File: config.mk
export PLATFORM = sky130hd
export DESIGN_NAME = tdf_divsqrt
export DESIGN_NICKNAME = d
export VERILOG_FILES = /design/src/design/tdf_pkg.sv /design/src/design/tdf_divsqrt.sv
export SDC_FILE = /design/constraint.sdc
export NUM_CORES = 1
export LEC_CHECK = 0
export BUFFER_PORTS_ARGS = -buffer_cell sky130_fd_sc_hd__buf_4
export CAP_MARGIN = 20
export CELL_PAD_IN_SITES_DETAIL_PLACEMENT = 1
export CELL_PAD_IN_SITES_GLOBAL_PLACEMENT = 1
export CORE_ASPECT_RATIO = 0.8
export CORE_MARGIN = 4
export CORE_UTILIZATION = 41
export DETAILED_ROUTE_END_ITERATION = 7
export GPL_ROUTABILITY_DRIVEN = 0
export GPL_TIMING_DRIVEN = 0
export PLACE_DENSITY_LB_ADDON = 0.1
export SLEW_MARGIN = 15
export SYNTH_ARGS = -nofsm -noshare
export SYNTH_HDL_FRONTEND = slang
export SYNTH_SLANG_ARGS = --single-unit
File: constraint.sdc
create_clock -name clk -period 4.5 [get_ports clk]
set_clock_uncertainty 0.15 [all_clocks]
set_input_delay 0.225 -clock clk [delete_from_list [all_inputs] [get_ports clk]]
set_output_delay 0.225 -clock clk [all_outputs]
set_load 0.1 [all_outputs]
File: src/design/tdf_pkg.sv
// Shared constants, types and saturating Q16.16 helpers for the tracking differentiator.
package tdf_pkg;

    localparam int DATA_W = 32;
    localparam int FRAC_W = 16;
    localparam int NUM_W = DATA_W + FRAC_W;
    localparam int REM_W = DATA_W + 2;
    localparam int ROOT_W = NUM_W / 2;
    localparam int CNT_W = 6;
    localparam int DIV_STEPS = NUM_W;
    localparam int SQRT_STEPS = NUM_W / 2;

    localparam int CFG_IDX_W = 2;
    localparam int CFG_W = 31;
    localparam int STEP_W = 17;

    localparam logic [CFG_IDX_W-1:0] REG_SPEED = 2'd0;
    localparam logic [CFG_IDX_W-1:0] REG_STEP = 2'd1;
    localparam logic [CFG_IDX_W-1:0] REG_LIMIT = 2'd2;

    localparam logic [CFG_W-1:0] SPEED_RESET = 31'd6553600;
    localparam logic [STEP_W-1:0] STEP_RESET = 17'd328;
    localparam logic [CFG_W-1:0] LIMIT_RESET = 31'd0;

    localparam logic signed [DATA_W-1:0] Q_MAX = 32'sh7FFF_FFFF;
    localparam logic signed [DATA_W-1:0] Q_MIN = 32'sh8000_0000;
    localparam logic signed [DATA_W-1:0] Q_EIGHT = 32'sh0008_0000;
    localparam logic signed [DATA_W-1:0] Q_HALF = 32'sh0000_8000;

    typedef logic signed [DATA_W-1:0] q_t;

    typedef struct packed {
        logic start;
        logic sqrt;
    } div_cmd_t;

    typedef struct packed {
        logic busy;
        logic done;
    } div_stat_t;

    // signed value from sign and magnitude, saturated
    function automatic q_t sat_mag(input logic neg, input logic [NUM_W-1:0] m);
        logic [NUM_W-1:0] lim;
        logic [NUM_W-1:0] v;
        logic [DATA_W-1:0] lo;
        lim = neg ? NUM_W'(48'h0000_8000_0000) : NUM_W'(48'h0000_7FFF_FFFF);
        v = (m > lim) ? lim : m;
        lo = v[DATA_W-1:0];
        sat_mag = neg ? q_t'(~lo + 32'd1) : q_t'(lo);
    endfunction

    function automatic logic [DATA_W-1:0] mag(input q_t a);
        logic [DATA_W-1:0] ua;
        ua = a;
        mag = a[DATA_W-1] ? (~ua + 32'd1) : ua;
    endfunction

    function automatic q_t qadd(input q_t a, input q_t b);
        logic signed [DATA_W:0] s;
        s = {a[DATA_W-1], a} + {b[DATA_W-1], b};
        if (s[DATA_W] != s[DATA_W-1])
            qadd = s[DATA_W] ? Q_MIN : Q_MAX;
        else
            qadd = s[DATA_W-1:0];
    endfunction

    function automatic q_t qneg(input q_t a);
        qneg = (a == Q_MIN) ? Q_MAX : -a;
    endfunction

    function automatic q_t qabs(input q_t a);
        qabs = a[DATA_W-1] ? qneg(a) : a;
    endfunction

endpackage

File: src/design/tdf_divsqrt.sv
// Radix-2 divider and digit-by-digit square root sharing one subtractor.
module tdf_divsqrt
(
    input  logic                         clk,
    input  logic                         rst_n,
    input  tdf_pkg::div_cmd_t            cmd,
    input  logic [tdf_pkg::NUM_W-1:0]    num,
    input  logic [tdf_pkg::DATA_W-1:0]   den,
    output tdf_pkg::div_stat_t           stat,
    output logic [tdf_pkg::NUM_W-1:0]    res
);
    import tdf_pkg::*;

    logic                busy_reg;
    logic                done_reg;
    logic                sqrt_reg;
    logic [CNT_W-1:0]    cnt_reg;
    logic [NUM_W-1:0]    num_reg;
    logic [REM_W-1:0]    rem_reg;
    logic [NUM_W-1:0]    quo_reg;
    logic [DATA_W-1:0]   den_reg;

    logic [REM_W-1:0]    shifted;
    logic [REM_W-1:0]    operand;
    logic [REM_W-1:0]    trial;
    logic                take;

    always_comb
    begin
        if (sqrt_reg)
        begin
            shifted = {rem_reg[REM_W-3:0], num_reg[NUM_W-1 -: 2]};
            operand = {{(REM_W-ROOT_W-2){1'b0}}, quo_reg[ROOT_W-1:0], 2'b01};
        end
        else
        begin
            shifted = {rem_reg[REM_W-2:0], num_reg[NUM_W-1]};
            operand = {2'b00, den_reg};
        end
        trial = shifted - operand;
        take = !trial[REM_W-1];
    end

    always_ff @(posedge clk or negedge rst_n)
    begin
        if (!rst_n)
        begin
            busy_reg <= 1'b0;
            done_reg <= 1'b0;
            sqrt_reg <= 1'b0;
            cnt_reg <= '0;
            num_reg <= '0;
            rem_reg <= '0;
            quo_reg <= '0;
            den_reg <= '0;
        end
        else
        begin
            done_reg <= 1'b0;
            if (cmd.start)
            begin
                busy_reg <= 1'b1;
                sqrt_reg <= cmd.sqrt;
                cnt_reg <= cmd.sqrt ? CNT_W'(SQRT_STEPS - 1) : CNT_W'(DIV_STEPS - 1);
                num_reg <= num;
                den_reg <= den;
                rem_reg <= '0;
                quo_reg <= '0;
            end
            else if (busy_reg)
            begin
                rem_reg <= take ? trial : shifted;
                quo_reg <= {quo_reg[NUM_W-2:0], take};
                num_reg <= sqrt_reg ? {num_reg[NUM_W-3:0], 2'b00} : {num_reg[NUM_W-2:0], 1'b0};
                cnt_reg <= cnt_reg - CNT_W'(1);
                if (cnt_reg == '0)
                begin
                    busy_reg <= 1'b0;
                    done_reg <= 1'b1;
                end
            end
        end
    end

    assign stat.busy = busy_reg;
    assign stat.done = done_reg;
    assign res = quo_reg;

endmodule

==> metrics.md <==
| Metric | Value |
|---|---|
| Outcome | finished clean |
| Final nets | ~1400 |
| Clock Tree Buf Depth | 2 |
| Core area | ~24000 sq um |
| Critical path peak fanout | 10 |
| Net Sw Power | approximately 2500 uW |
| Skew-Pair Late Insertion Delay | 0.44 ns |
| DP HPWL | 20600 um |
| Via count | around 8500 |
| Sequential fraction of design power | 0.291 |
| I/O pins | 134 |
| Final instance area | between 10000 and 15000 sq um |
| Sw frac | 0.385 |
| 1st-iter DRT viols | 390 |
| Final Cycle Share | 0.970 |
| Cts bufs inserted | 17 |
| Synth cell types | 56 |
| Crit Path Class | reg2reg |
| RSZ-0062 raised after global routing | true |
| # clock sinks | 170 |
| Number of diodes | 0 |
| Number of max-cap violations | 0 |
| Vias in the first global route | 9207 |
| Detailed-route DRC error count | 0 |
| Congestion Overflow GR | 0 |
| Synthesis Warnings | 0 |
| Pwr Density | around 500 nW/um^2 |
| Met2 usage | 0.351 |
| CP startpoint kind | flop |
| Register bit count reported by yosys | 170 |
| Count of final setup violators | 0 |
| Leakage | about 0.0065 uW |
| Crit path time final | around 4.4 ns |
| Peak VDD IR | 0.000392 V |
| Async SR Flop Fraction | 1.00 |
| Most frequent cells in the layout | 169 x dfrtp_1, 145 x mux2i_1, 141 x buf_4, 119 x nand2_1, 111 x nor2_1 |
| Chip Height | around 150 um |
| Power Internal | around 3900 uW |
| Most common cell after layout, fill and taps aside | dfrtp_1 |
| Post-layout power | 6370 uW |
| Syn nets | approximately 1100 |
| Ys flop type | dfrtp_1 |
| Gate Count Post-Synth | 1029 |
| Max frequency | 0.229 GHz |
| Die Wd | 183 um |
| WP data arrival | roughly 4.6 ns |
| Met3 Track Usage GR | 0.0374 |
| Max-slew violation count | 0 |
| Number of H-tree levels | 4 |
| Die Area | between 20000 and 30000 sq um |
| Slew headroom | 0.418 |
| Met1 Resource Use GR | 0.330 |
| Via density | 5.34 |
| # rows | 50 |
| All-Layer GR Usage | 0.223 |
| Clk pwr share | 0.232 |
| Largest net degree at the start of global routing | 66 |
| GRT Max-Usage Layer | met2 |
| Hold Crit Class | in2async |
| WL final | 29600 um |
| Comb pwr share | 0.477 |
| Actual slew at the worst max-slew pin | between 0.8 and 0.9 ns |
| Syn avg cell area | about 9.7 sq um |
| Per-cell routed wire length | about 19 um |
| Post-synth EDFFs | 0 |
| Place WS | -1.35 ns |
| Root Driver | clkbuf_16 |
| I/O Buffers | around 130 |
| CP endpoint kind | flop |
| Clk slew on worst S/H paths | approximately 0.070 ns |
| Post-synthesis cell area | around 10000 sq um |
| CTS tree | done |
| Antenna Violating Nets Remaining | 0 |
| Final cell utilization of the core | 0.548 |
| P&R area growth vs syn | 30.0% |
| CP required | roughly 4.7 ns |
| Hold Vio Cnt, Final | 0 |
| 1st-pass router iterations | 4 |
| Initial Util | 0.422 |
| Post-route setup slack | between 0.1 and 0.15 ns |
| First-pass GRT wire length | roughly 50000 um |
| Antenna violations before repair | 0 |
| Sequential share of the synthesized area | 0.425 |
| Placed cell area | approximately 11000 sq um |
| Layout cells sized above 1 | 0.208 |
## power groups by stage
stage          Sequential [uW]  Clock, uW  Combinational (uW)
2_1_floorplan             1880          0                2080
6_report                  1850       1480                3040
4_1_cts                   1850       1510                2930
3_3_place_gp              1870          0                2730
5_1_grt                   1880       1570                3330
3_5_place_dp              1880          0                2790
## worst max-delay path: stages (launching register included)
cell and delay [ns]:
dfrtp_2 0.44, clkbuf_8 0.22, clkbuf_8 0.22, buf_6 0.20, mux2i_1 0.27, ha_1 0.33
o21ai_0 0.19, o221ai_1 0.14, a31o_2 0.27, a311o_1 0.44, a21oi_4 0.26, o31ai_1 0.17
a221oi_1 0.38, xnor2_1 0.19, mux2i_1 0.12, a211oi_1 0.26
## worst paths after layout
kind / cells past startpoint / slack [ns] / startpoint / endpoint
setup / recovery: 15 / 0.14 / sqrt_reg / rem_reg[28]
hold / removal: 2 / 0.12 / rst_n / num_reg[37]
setup reg to reg: 15 / 0.14 / sqrt_reg / rem_reg[28]
hold reg to reg: 1 / 0.35 / den_reg[0] / den_reg[0]
max in group asynchronous: 4 / 3.08 / rst_n / sqrt_reg
min in group clk: 1 / 0.35 / den_reg[0] / den_reg[0]
## synthesized netlist by cell type, types with 7 or more instances
cell / n / area (sq um)
a211oi_1: 26 / 195
a21o_1: 12 / 90.1
a21oi_1: 52 / 260
and3_1: 7 / 43.8
buf_1: 18 / 67.6
clkbuf_1: 42 / 158
dfrtp_1: 170 / 4250
ha_1: 34 / 425
inv_1: 15 / 56.3
mux2_2: 61 / 687
mux2i_1: 146 / 1460
nand2_1: 119 / 447
nand3_1: 7 / 35.0
nor2_1: 111 / 417
o21ai_0: 102 / 510
xnor2_1: 21 / 184
xor2_1: 12 / 105
## final cells by class
cell class / instances / area [sq um]
tap: 312 / 390
clock inverter: 11 / 113
inverter: 17 / 67.6
sequential: 170 / 4260
fill: 2688 / 10700
multi-input combinational: 775 / 5430
buffer: 66 / 328
timing repair buffer: 224 / 1950
clock buffer: 21 / 470
## per-stage QoR
step	cells	hold WS [ns]	setup TNS, ns
global placement	1473	0.286	-44.42
global route	1596	0.168	-0.0114
detailed placement	1475	0.00895	-43.00
finish	1596	0.123	0
floorplan	1029	-0.221	0
CTS	1592	0.126	0
## routing by layer
metal	routed length (um)	share of wire	vias up
met5	0	0	-
li1	-	-	4128
met3	975	0.033	13
met1	14700	0.50	4253
met2	13700	0.46	121
met4	206	0.0070	0
## logic make-up (layout without fill, tap and decap cells)
kind of cell    Yosys count  after routing  share of synthesized area
simple gates            265            265                      0.108
mux                     207            207                      0.215
xor+xnor                 34             34                     0.0317
fa+ha+maj                35             35                     0.0445
buf+inv                  84            339                     0.0348
flops                   170            170                      0.425
compound gates          234            234                      0.141
## repair_timing
| item | in CTS | in global routing |
|---|---|---|
| buffers inserted | 4 | 4 |
| cloned | 0 | 0 |
| resized for setup | 14 | 16 |
| hold buffers | 82 | 0 |
| pin swaps | 2 | 4 |
| hold endpoints to repair | 189 | 0 |
| setup endpoints to repair | 34 | 28 |
Note: power is estimated with default switching activity, not from simulation.
